--- src/eas_pkg.sv ---
// Shared types and constants for the encoder angle and speed front end.
// Holds the register map, the configuration bundle and the microcode word layout.
// No dependencies.
package eas_pkg;

	// Control tick rate, sets the count-to-rpm scale factor
	localparam int CONTROL_RATE_HZ = 20000;
	localparam logic signed [32:0] RATE_K = 33'(CONTROL_RATE_HZ * 60);

	// Register indexes (byte address is 4 times the index)
	localparam int ADDR_W = 5;
	localparam logic [2:0] REG_SENSOR_TYPE = 3'd0;
	localparam logic [2:0] REG_POLE_PAIRS  = 3'd1;
	localparam logic [2:0] REG_ELEC_OFS    = 3'd2;
	localparam logic [2:0] REG_LPF_GAIN    = 3'd3;
	localparam logic [2:0] REG_OMEGA_GAIN  = 3'd4;
	localparam logic [2:0] REG_IA_ZERO     = 3'd5;
	localparam logic [2:0] REG_IB_ZERO     = 3'd6;
	localparam logic [2:0] REG_IC_ZERO     = 3'd7;

	// Sensor selector codes
	localparam logic [1:0] SENSOR_HALL  = 2'd0;
	localparam logic [1:0] SENSOR_ENC18 = 2'd1;
	localparam logic [1:0] SENSOR_ENC21 = 2'd2;

	// Branch kinds of a microcode word
	localparam logic [1:0] BR_NEXT = 2'd0; // fall through
	localparam logic [1:0] BR_IDLE = 2'd1; // hold until an item is accepted
	localparam logic [1:0] BR_HALL = 2'd2; // jump to target in hall mode
	localparam logic [1:0] BR_WAIT = 2'd3; // hold while the result is blocked, then jump

	// Multiplier operand selections
	localparam logic [1:0] MS_ANGLE = 2'd0; // mech angle * pole pairs
	localparam logic [1:0] MS_SPEED = 2'd1; // delta * rate scale
	localparam logic [1:0] MS_LPF   = 2'd2; // speed error * lpf gain
	localparam logic [1:0] MS_OMEGA = 2'd3; // filtered speed * omega gain

	typedef struct packed {
		logic [1:0]  sensor_type;
		logic [6:0]  pole_pairs;
		logic [15:0] elec_ofs;
		logic [16:0] lpf_gain;
		logic [31:0] omega_gain;
		logic [11:0] ia_zero;
		logic [11:0] ib_zero;
		logic [11:0] ic_zero;
	} cfg_t;

	typedef struct packed {
		logic [1:0] br;
		logic [3:0] target;
		logic       mul_en;
		logic [1:0] mul_sel;
		logic       ld_delta;
		logic       ld_angle;
		logic       ld_elec;
		logic       ld_speed;
		logic       ld_diff;
		logic       ld_filt;
		logic       ld_out;
	} ctrl_t;

	typedef struct packed {
		logic start;
		logic hall;
		logic out_block;
	} stat_t;

endpackage

--- src/eas_regs.sv ---
// APB configuration registers of the encoder angle and speed front end.
// Depends on eas_pkg for the register map and cfg_t.
module eas_regs
	import eas_pkg::*;
(
	input  logic              clk,
	input  logic              arst_n,
	input  logic              psel,
	input  logic              penable,
	input  logic              pwrite,
	input  logic [ADDR_W-1:0] paddr,
	input  logic [31:0]       pwdata,
	output logic [31:0]       prdata,
	output logic              pready,
	output cfg_t              cfg
);

	cfg_t       cfg_q;
	logic       wr;
	logic [2:0] idx;

	assign pready = 1'b1;
	assign wr     = psel & penable & pwrite;
	assign idx    = paddr[ADDR_W-1:2];
	assign cfg    = cfg_q;

	always_ff @(posedge clk or negedge arst_n) begin
		if (!arst_n) begin
			cfg_q.sensor_type <= SENSOR_ENC18;
			cfg_q.pole_pairs  <= 7'd7;
			cfg_q.elec_ofs    <= 16'd0;
			cfg_q.lpf_gain    <= 17'd6554;
			cfg_q.omega_gain  <= 32'd65536;
			cfg_q.ia_zero     <= 12'd2048;
			cfg_q.ib_zero     <= 12'd2048;
			cfg_q.ic_zero     <= 12'd2048;
		end else if (wr) begin
			case (idx)
				REG_SENSOR_TYPE: cfg_q.sensor_type <= pwdata[1:0];
				REG_POLE_PAIRS:  cfg_q.pole_pairs  <= pwdata[6:0];
				REG_ELEC_OFS:    cfg_q.elec_ofs    <= pwdata[15:0];
				REG_LPF_GAIN:    cfg_q.lpf_gain    <= pwdata[16:0];
				REG_OMEGA_GAIN:  cfg_q.omega_gain  <= pwdata;
				REG_IA_ZERO:     cfg_q.ia_zero     <= pwdata[11:0];
				REG_IB_ZERO:     cfg_q.ib_zero     <= pwdata[11:0];
				REG_IC_ZERO:     cfg_q.ic_zero     <= pwdata[11:0];
				default: ;
			endcase
		end
	end

	always_comb begin
		case (idx)
			REG_SENSOR_TYPE: prdata = {30'd0, cfg_q.sensor_type};
			REG_POLE_PAIRS:  prdata = {25'd0, cfg_q.pole_pairs};
			REG_ELEC_OFS:    prdata = {16'd0, cfg_q.elec_ofs};
			REG_LPF_GAIN:    prdata = {15'd0, cfg_q.lpf_gain};
			REG_OMEGA_GAIN:  prdata = cfg_q.omega_gain;
			REG_IA_ZERO:     prdata = {20'd0, cfg_q.ia_zero};
			REG_IB_ZERO:     prdata = {20'd0, cfg_q.ib_zero};
			REG_IC_ZERO:     prdata = {20'd0, cfg_q.ic_zero};
			default:         prdata = 32'd0;
		endcase
	end

endmodule

--- config.mk ---
export PLATFORM = sky130hd
export DESIGN_NAME = eas_regs
export DESIGN_NICKNAME = d
export VERILOG_FILES = /design/src/eas_pkg.sv /design/src/eas_regs.sv
export SDC_FILE = /design/constraint.sdc
export NUM_CORES = 1
export LEC_CHECK = 0
export BUFFER_PORTS_ARGS = -buffer_cell sky130_fd_sc_hd__buf_2
export CORE_ASPECT_RATIO = 1.5
export CORE_MARGIN = 10
export CORE_UTILIZATION = 40
export DETAILED_ROUTE_END_ITERATION = 16
export GPL_TIMING_DRIVEN = 0
export PLACE_DENSITY = 0.76
export SYNTH_ARGS = -nofsm -noshare
export SYNTH_HDL_FRONTEND = slang
export SYNTH_SLANG_ARGS = --single-unit
--- constraint.sdc ---
create_clock -name clk -period 3.3 [get_ports clk]
set_input_delay 0.165 -clock clk [delete_from_list [all_inputs] [get_ports clk]]
set_output_delay 0.165 -clock clk [all_outputs]
set_load 0.02 [all_outputs]
==> impl_metrics.tcl <==
set metrics [dict create \
    nFillCells 1099 \
    synthArstFlopShare 1.00 \
    fin_area_mm2 0.00658 \
    die_w_um 113 \
    root_buffer "clkbuf_16" \
    synthXorXnorAreaFrac 0 \
    leakage_nw 3.32 \
    drive_gt1_frac 0.662 \
    status "finished clean" \
    route.detailed.drc 0 \
    timing.rr.start "cfg[24]$_DFFE_PN0P_" \
    reg2reg_slack_ps 2510 \
    yosys-top-cells-area "dfrtp_1 46%, mux2_2 27%, dfstp_2 7.7%" \
    arrival_ps 1680 \
    fin_cells 709 \
    synthFlopType "dfrtp_1" \
    maxCapViolCount 0 \
    wirelength_mm 15.9 \
    post-cts-setup-buffers 0 \
    num_rows 50 \
    synth_top_family_by_area "multiplexers" \
    fmax_ghz 0.542 \
    hold_ws_ps 41.3 \
    h-tree-depth 3 \
    clk_latency_ps 350 \
    cts.repair.resized 0 \
    drtIter0Drc 108 \
    finalCoreUtilization 0.523 \
    core_area_mm2 0.0126 \
    ys_types 40 \
    max-vdd-ir-drop_mv 0.281 \
    seq_area_frac_synth 0.539 \
    synth-edff-count 0 \
    syn-num-nets 397 \
    cp_data_required_time_ps 3130 \
    finalSetupViolCount 0 \
    gp_congestion 0.799 \
    tns_ps 0 \
    post-place-cells 692 \
    power_density_mw_per_mm2 644 \
    synthTopCellsByCount "122 x mux2_2, 95 x dfrtp_1, 17 x mux2i_1" \
    io_buffers 180 \
    tightest_slew_ps 917 \
    p_total_mw 4.24 \
    place_ws_ps 1510 \
    path_class "register to primary output" \
    cts_buffers 9 \
    grt_pass1_vias 4285 \
    hp-class "input pin to register" \
    synth_fa_ha_area_frac 0 \
    syn_area_per_cell_um2 14.5 \
    min_period_over_period 0.559 \
    period_minus_slack_ps 1850 \
    yosysMostFrequentCell "mux2_2" \
    ios 185 \
    cts_buffer_depth 2 \
    grtUsageTotal 0.175 \
    setup_slack_ps 1450 \
    viasPerCell 5.26 \
    synth_mux_area_frac 0.324 \
    startpoint_type "register" \
    nets 590 \
    syn_inst 355 \
    endpoint_kind "primary output" \
    reg2regPathDepth 1 \
    dr.pass1.iters 4 \
    hpwl_mm 11.9 \
    netlist_area_mm2 0.00514 \
    path_max_fanout 3 \
    timing.rr.end "cfg[24]$_DFFE_PN0P_" \
    ys_warn_count 0 \
    synth_seq_cells 110 \
    finClkSkew_ps 0 \
    synth_compound_area_frac 0.0423 \
    hold_start "pwdata[28]" \
    vias 3732 \
    final-hold-violation-count 0 \
    die-area_mm2 0.0179 \
    grt_overflow 0 \
    initial_core_util 0.409 \
    slew_viol_final 0 \
    synth_top_cell_area_share 0.462 \
    diodes 0 \
    area_growth_pct 28.0 \
    yosysTopAreaCell "dfrtp_1" \
    dpl_cell_area_mm2 0.00626 \
    grt_pass1_wl_mm 24.7 \
    largest_register_ffs 110 \
    ant_nets 0 \
    hold_depth 2 \
    synth_simple_gate_area_share 0.0625 \
    wl_per_cell_um 22.4 \
    antenna_found_initial 0 \
    grt_setup_unrepaired "false" \
    numClockSinks 110 \
    cts_tree "yes" \
    grt_max_degree 69 \
    hold_end "cfg[64]$_DFFE_PN0P_" \
    maxSlewHeadroom 0.389 \
    die_y_um 159 \
    cts.clk_slew.worst_paths_ps 70 \
]
-- kinds of logic (layout without fill, tap and decap cells) --
family          count (synthesis)  after routing
mux                           145            145
simple gates                   46             46
buf+inv                        23            221
flops                         110            110
other cells                     1              1
compound gates                 30             30
-- cells in the final DEF, fill, tap and decap left out, drive strengths merged --
cell type and instances:
nor2b 3, mux2 123, a32o 1, a211o 2
a22oi 2, o21ai 7, a221oi 3, dfrtp 95
conb 1, clkbuf 15, nand2b 3, a21oi 3
dfstp 15, dlygate4sd3 1, nor2 10, nand4 1
a22o 2, or3 1, and2 15, clkinvlp 2
o211ai 1, nand3 5, buf 200, bufinv 1
nand3b 2, nor3 1, mux2i 17, o2bb2ai 4
nand2 4, o2111ai 1, inv 2, mux4 5
o22a 2, nand4b 1, o22ai 2
-- metal layers --
layer	up-vias	track usage	part of all wire
met2	142	0.304	0.53
met5	-	0	0
met4	0	0.0770	0.030
li1	1678	-	-
met3	29	0.0505	0.069
met1	1883	0.191	0.37
-- what timing repair did --
item,4_1_cts,5_1_grt
hold buffers,1,0
endpoints found under the setup margin,0,0
hold endpoints to repair,57,0
-- how the worst max path moves through the flow --
stage / to / depth (start not counted) / start
finish: prdata[0] / 3 / cfg[68]$_DFFE_PN0P_
global route: prdata[11] / 6 / paddr[3]
CTS: prdata[0] / 3 / cfg[68]$_DFFE_PN0P_
detailed placement: prdata[11] / 6 / paddr[3]
global placement: cfg[60]$_DFFE_PN0P_ / 1 / arst_n
floorplan: prdata[11] / 5 / paddr[3]
-- power by group --
group	switching, mW	internal, mW	total [mW]
clock	0.497	0.634	1.13
combinational	0.753	0.524	1.28
sequential	0.193	1.64	1.83
total	1.44	2.80	4.24
-- cell type report --
class	count	area (µm²)	share of cell area
well taps	156	195	0.0297
plain buffers	22	156	0.0238
clock buffers	12	256	0.0390
inverters	1	3.75	0.000570
multi-input cells	222	2210	0.336
flip-flops and latches	110	2770	0.421
clock inverters	4	53.8	0.00817
repair buffers	182	933	0.142
-- critical path, cell delays in order (launching register included) --
cell and delay, ps:
dfrtp_1 400, mux4_2 480, mux2_2 290, buf_2 170
Note: power is estimated with default switching activity, not from simulation.
