<file path="config.mk">
export PLATFORM = sky130hd
export DESIGN_NAME = eas_useq
export DESIGN_NICKNAME = d
export VERILOG_FILES = /design/src/eas_pkg.sv /design/src/eas_useq.sv
export SDC_FILE = /design/constraint.sdc
export NUM_CORES = 1
export LEC_CHECK = 0
export ABC_AREA = 1
export BUFFER_PORTS_ARGS = -buffer_cell sky130_fd_sc_hd__buf_2
export CORE_MARGIN = 3
export CORE_UTILIZATION = 35
export CTS_CLUSTER_SIZE = 10
export DETAILED_ROUTE_END_ITERATION = 8
export PLACE_DENSITY_LB_ADDON = 0.3
export SLEW_MARGIN = 40
export SYNTH_ARGS = -nofsm -noshare
export SYNTH_HDL_FRONTEND = slang
export SYNTH_SLANG_ARGS = --single-unit
export TNS_END_PERCENT = 100
</file>
<file path="constraint.sdc">
create_clock -name clk -period 2.4 [get_ports clk]
set_input_delay 0.24 -clock clk [delete_from_list [all_inputs] [get_ports clk]]
set_output_delay 0.24 -clock clk [all_outputs]
set_load 0.01 [all_outputs]
</file>
<file path="src/eas_pkg.sv">
// Shared types and constants for the encoder angle and speed front end.
// Holds the register map, the configuration bundle and the microcode word layout.
// No dependencies.
package eas_pkg;

	// Control tick rate, sets the count-to-rpm scale factor
	localparam int CONTROL_RATE_HZ = 20000;
	localparam logic signed [32:0] RATE_K = 33'(CONTROL_RATE_HZ * 60);

	// Register indexes (byte address is 4 times the index)
	localparam int ADDR_W = 5;
	localparam logic [2:0] REG_SENSOR_TYPE = 3'd0;
	localparam logic [2:0] REG_POLE_PAIRS  = 3'd1;
	localparam logic [2:0] REG_ELEC_OFS    = 3'd2;
	localparam logic [2:0] REG_LPF_GAIN    = 3'd3;
	localparam logic [2:0] REG_OMEGA_GAIN  = 3'd4;
	localparam logic [2:0] REG_IA_ZERO     = 3'd5;
	localparam logic [2:0] REG_IB_ZERO     = 3'd6;
	localparam logic [2:0] REG_IC_ZERO     = 3'd7;

	// Sensor selector codes
	localparam logic [1:0] SENSOR_HALL  = 2'd0;
	localparam logic [1:0] SENSOR_ENC18 = 2'd1;
	localparam logic [1:0] SENSOR_ENC21 = 2'd2;

	// Branch kinds of a microcode word
	localparam logic [1:0] BR_NEXT = 2'd0; // fall through
	localparam logic [1:0] BR_IDLE = 2'd1; // hold until an item is accepted
	localparam logic [1:0] BR_HALL = 2'd2; // jump to target in hall mode
	localparam logic [1:0] BR_WAIT = 2'd3; // hold while the result is blocked, then jump

	// Multiplier operand selections
	localparam logic [1:0] MS_ANGLE = 2'd0; // mech angle * pole pairs
	localparam logic [1:0] MS_SPEED = 2'd1; // delta * rate scale
	localparam logic [1:0] MS_LPF   = 2'd2; // speed error * lpf gain
	localparam logic [1:0] MS_OMEGA = 2'd3; // filtered speed * omega gain

	typedef struct packed {
		logic [1:0]  sensor_type;
		logic [6:0]  pole_pairs;
		logic [15:0] elec_ofs;
		logic [16:0] lpf_gain;
		logic [31:0] omega_gain;
		logic [11:0] ia_zero;
		logic [11:0] ib_zero;
		logic [11:0] ic_zero;
	} cfg_t;

	typedef struct packed {
		logic [1:0] br;
		logic [3:0] target;
		logic       mul_en;
		logic [1:0] mul_sel;
		logic       ld_delta;
		logic       ld_angle;
		logic       ld_elec;
		logic       ld_speed;
		logic       ld_diff;
		logic       ld_filt;
		logic       ld_out;
	} ctrl_t;

	typedef struct packed {
		logic start;
		logic hall;
		logic out_block;
	} stat_t;

endpackage

</file>
<file path="src/eas_useq.sv">
// Microcode sequencer: step counter, control store and branch logic.
// Depends on eas_pkg for ctrl_t, stat_t and the branch codes.
module eas_useq
	import eas_pkg::*;
(
	input  logic  clk,
	input  logic  arst_n,
	input  stat_t stat,
	output ctrl_t ctrl
);

	localparam logic [3:0] S_IDLE = 4'd0;
	localparam logic [3:0] S_ANG  = 4'd1;
	localparam logic [3:0] S_ELEC = 4'd2;
	localparam logic [3:0] S_SPD  = 4'd3;
	localparam logic [3:0] S_DIFF = 4'd4;
	localparam logic [3:0] S_FMUL = 4'd5;
	localparam logic [3:0] S_FADD = 4'd6;
	localparam logic [3:0] S_OMUL = 4'd7;
	localparam logic [3:0] S_OUT  = 4'd8;

	logic [3:0] step_q;
	logic [3:0] step_d;

	function automatic ctrl_t ucode(input logic [3:0] s);
		ctrl_t w;
		w = '0;
		w.br = BR_NEXT;
		case (s)
			S_IDLE: w.br = BR_IDLE;
			S_ANG: begin
				w.br       = BR_HALL;
				w.target   = S_DIFF;
				w.mul_en   = 1'b1;
				w.mul_sel  = MS_ANGLE;
				w.ld_delta = 1'b1;
				w.ld_angle = 1'b1;
			end
			S_ELEC: begin
				w.mul_en  = 1'b1;
				w.mul_sel = MS_SPEED;
				w.ld_elec = 1'b1;
			end
			S_SPD:  w.ld_speed = 1'b1;
			S_DIFF: w.ld_diff = 1'b1;
			S_FMUL: begin
				w.mul_en  = 1'b1;
				w.mul_sel = MS_LPF;
			end
			S_FADD: w.ld_filt = 1'b1;
			S_OMUL: begin
				w.mul_en  = 1'b1;
				w.mul_sel = MS_OMEGA;
			end
			S_OUT: begin
				w.br     = BR_WAIT;
				w.target = S_IDLE;
				w.ld_out = 1'b1;
			end
			default: w.br = BR_WAIT;
		endcase
		return w;
	endfunction

	assign ctrl = ucode(step_q);

	always_comb begin
		case (ctrl.br)
			BR_IDLE: step_d = stat.start ? step_q + 4'd1 : step_q;
			BR_HALL: step_d = stat.hall ? ctrl.target : step_q + 4'd1;
			BR_WAIT: step_d = stat.out_block ? step_q : ctrl.target;
			default: step_d = step_q + 4'd1;
		endcase
	end

	always_ff @(posedge clk or negedge arst_n) begin
		if (!arst_n) begin
			step_q <= S_IDLE;
		end else begin
			step_q <= step_d;
		end
	end

	a_step_range: assert property (@(posedge clk) disable iff (!arst_n)
		step_q <= S_OUT) else $error("microcode step out of program");
	a_start: assert property (@(posedge clk) disable iff (!arst_n)
		(step_q == S_IDLE && stat.start) |=> step_q == S_ANG)
		else $error("accepted item did not start the program");
	a_hall_skip: assert property (@(posedge clk) disable iff (!arst_n)
		(step_q == S_ANG && stat.hall) |=> step_q == S_DIFF)
		else $error("hall mode did not skip the angle steps");
	a_out_hold: assert property (@(posedge clk) disable iff (!arst_n)
		(step_q == S_OUT && stat.out_block) |=> step_q == S_OUT)
		else $error("result step left while the output was blocked");

endmodule

</file>
==> results_dict.tcl <==
set metrics [dict create \
    cts_buffers 3 \
    dieHeight_um 45.89 \
    ys_types 23 \
    synth_simple_gate_area_share_pct 43.60 \
    ys_warn_count 0 \
    cts_sinks 4 \
    worstPathRequired_ns 2.16 \
    setup_viol 0 \
    fin_crit_ns 1.976 \
    place.gp.congestion 0.8449 \
    area_growth_pct 17.08 \
    cts_tree "done" \
    synth_area_leader_cell "dfrtp_1" \
    drive_gt1_share_pct 38.71 \
    start_util_pct 39.80 \
    clk_pin_slew_ns 0.04 \
    status "finished, final reports clean" \
    clock_latency_ns 0.24 \
    antenna_found_initial 0 \
    portBuffers 17 \
    synth.yosys.seq_area_share_pct 17.98 \
    track_usage_pct 13.22 \
    grt_max_degree 9 \
    pin_count 21 \
    dp_hpwl_mm 1.065 \
    critPathKind "reg -> out" \
    root_buffer "clkbuf_4" \
    drc 0 \
    drt_iter0_drc 7 \
    synthCells 76 \
    maxCapViolCount 0 \
    gr-total-overflow 0 \
    rsz0062_at_grt "false" \
    worst-path-max-fanout 5 \
    fin_crit_sh_pct 82.33 \
    first_pass_iters 4 \
    clock_path_buffers 2 \
    core_mm2 0.001399 \
    wl_per_cell_um 11.08 \
    critical_path_arrival_ns 1.74 \
    holdCritPathClass "in -> async" \
    fp-row-count 13 \
    fin_skew_ns 0.004037 \
    vias 504 \
    largest_reg_flops 4 \
    r2r_end "step_q[0]" \
    final_nets 104 \
    tns_ns 0 \
    synth-compound-area-share_pct 6.067 \
    antenna_left 0 \
    hold-worst-slack_ns 0.3393 \
    crit_start "step_q[1]" \
    postRouteWirelength_mm 1.197 \
    syn_area_um2 556.8 \
    avgSynthCellArea_um2 7.326 \
    fp.dieArea_mm2 0.002105 \
    ff2ff_path_depth 12 \
    fill_cells 153 \
    synth.area.top_cells "dfrtp_1 18%, ha_1 9.0%, inv_1 8.1%" \
    yosysTopAreaCellShare_pct 17.98 \
    synth_top_family_by_area "simple AND/OR/NAND/NOR gates" \
    grt_pass1_vias 463 \
    h-tree-depth 1 \
    dieWidth_um 45.89 \
    synth_mux_area_share_pct 0 \
    hold_violations 0 \
    viasPerCell 4.667 \
    ys_ff_latch 4 \
    synth-xor-area-share_pct 3.146 \
    post_cts_buffers 0 \
    antenna_cells 0 \
    timing.fmax_mhz 506.1 \
    regMostFlops "step_q" \
    r2r_setup_slack_ns 0.68 \
    startpoint_type "flip-flop" \
    top_regs "step_q: 4 flops" \
    worstReg2RegStart "step_q[1]" \
    critPathCaptureType "primary output" \
    grt_pass1_wl_mm 2.001 \
    drv_slew 0 \
    synth-adder-area-share_pct 8.989 \
]
## through the flow
step | utilization (%) | setup WS (ns) | instance area [um^2] | cells
finish | 46.60 | 0.4240 | 651.9 | 108
global route | 46.60 | 0.2520 | 651.9 | 108
CTS | 46.60 | 0.4078 | 651.9 | 108
detailed placement | 44.28 | 0.6637 | 619.3 | 104
global placement | 44.28 | 0.7145 | 619.3 | 104
floorplan | - | 0.8077 | 564.3 | 78
## worst max-delay path, stage by stage (launching register included)
cell and delay, ns:
dfrtp_1 0.41, inv_1 0.09, ha_1 0.22, inv_1 0.08, nand2_1 0.05, nand2_1 0.09
nand2_2 0.11, nor2_4 0.14, nand2_4 0.09, nand2_4 0.09, buf_2 0.13
## cell type report
class	instances	area, um^2	area share [%]
timing repair buffer	18	95.09	14.59
tap	15	18.77	2.879
clock buffer	3	22.52	3.455
multi-input combinational	52	355.3	54.51
inverter	16	60.06	9.213
sequential	4	100.1	15.36
## cell families after synthesis
kind of cell               Yosys count
DFF                                  4
adders and majority gates            4
xor gates and xnor gates             2
buffers and inverters               22
AOI/OAI and AO/OA                    4
and+or+nand+nor                     39
other                                1
## worst max path at each step
stage | to | slack [ns] | depth (start not counted)
floorplan | step_q[0] | 0.81 | 12
global placement | ctrl[15] | 0.71 | 10
detailed placement | ctrl[15] | 0.66 | 10
CTS | ctrl[15] | 0.41 | 10
global route | ctrl[15] | 0.25 | 10
finish | ctrl[15] | 0.42 | 10
## per-layer routing
metal | GRT usage, % | part of all wire [%]
met5 | 0 | 0
met4 | 3.409 | 0
met3 | 4.743 | 7.5
met2 | 23.08 | 51
met1 | 14.95 | 41
## timing repair
action	CTS	global route
gates resized for setup	0	0
endpoints found under the hold margin	4	0
hold buffers	1	0
## cells in the mapped netlist
cell type	instances
inv_1	12
o21ai_4	1
dfrtp_1	4
nor2_4	2
ha_1	4
buf_4	5
nand4_1	4
nand2_2	2
nand3_1	7
or4_4	1
buf_6	1
nor3_1	1
o21ai_1	1
nand2_1	11
xor2_1	2
conb_1	1
nand3_2	2
nor2_1	5
o211ai_1	1
nand2_4	3
nand3_4	1
o21ai_0	1
inv_2	4
## cells in the final DEF, fill, tap and decap left out, types with 2 or more instances in the layout
cell type / synthesis / layout
buf_2: 0 / 17
inv_1: 12 / 12
nand2_1: 11 / 11
nand3_1: 7 / 7
nor2_1: 5 / 5
inv_2: 4 / 4
nand4_1: 4 / 4
ha_1: 4 / 4
dfrtp_1: 4 / 4
nand2_4: 3 / 3
conb_1: 1 / 3
clkbuf_4: 0 / 3
nor2_4: 2 / 2
nand2_2: 2 / 2
nand3_2: 2 / 2
xor2_1: 2 / 2
Power is left out: the tool's default activity adds up to more than one toggle a clock period on the data nets, which glitch-free logic cannot reach.
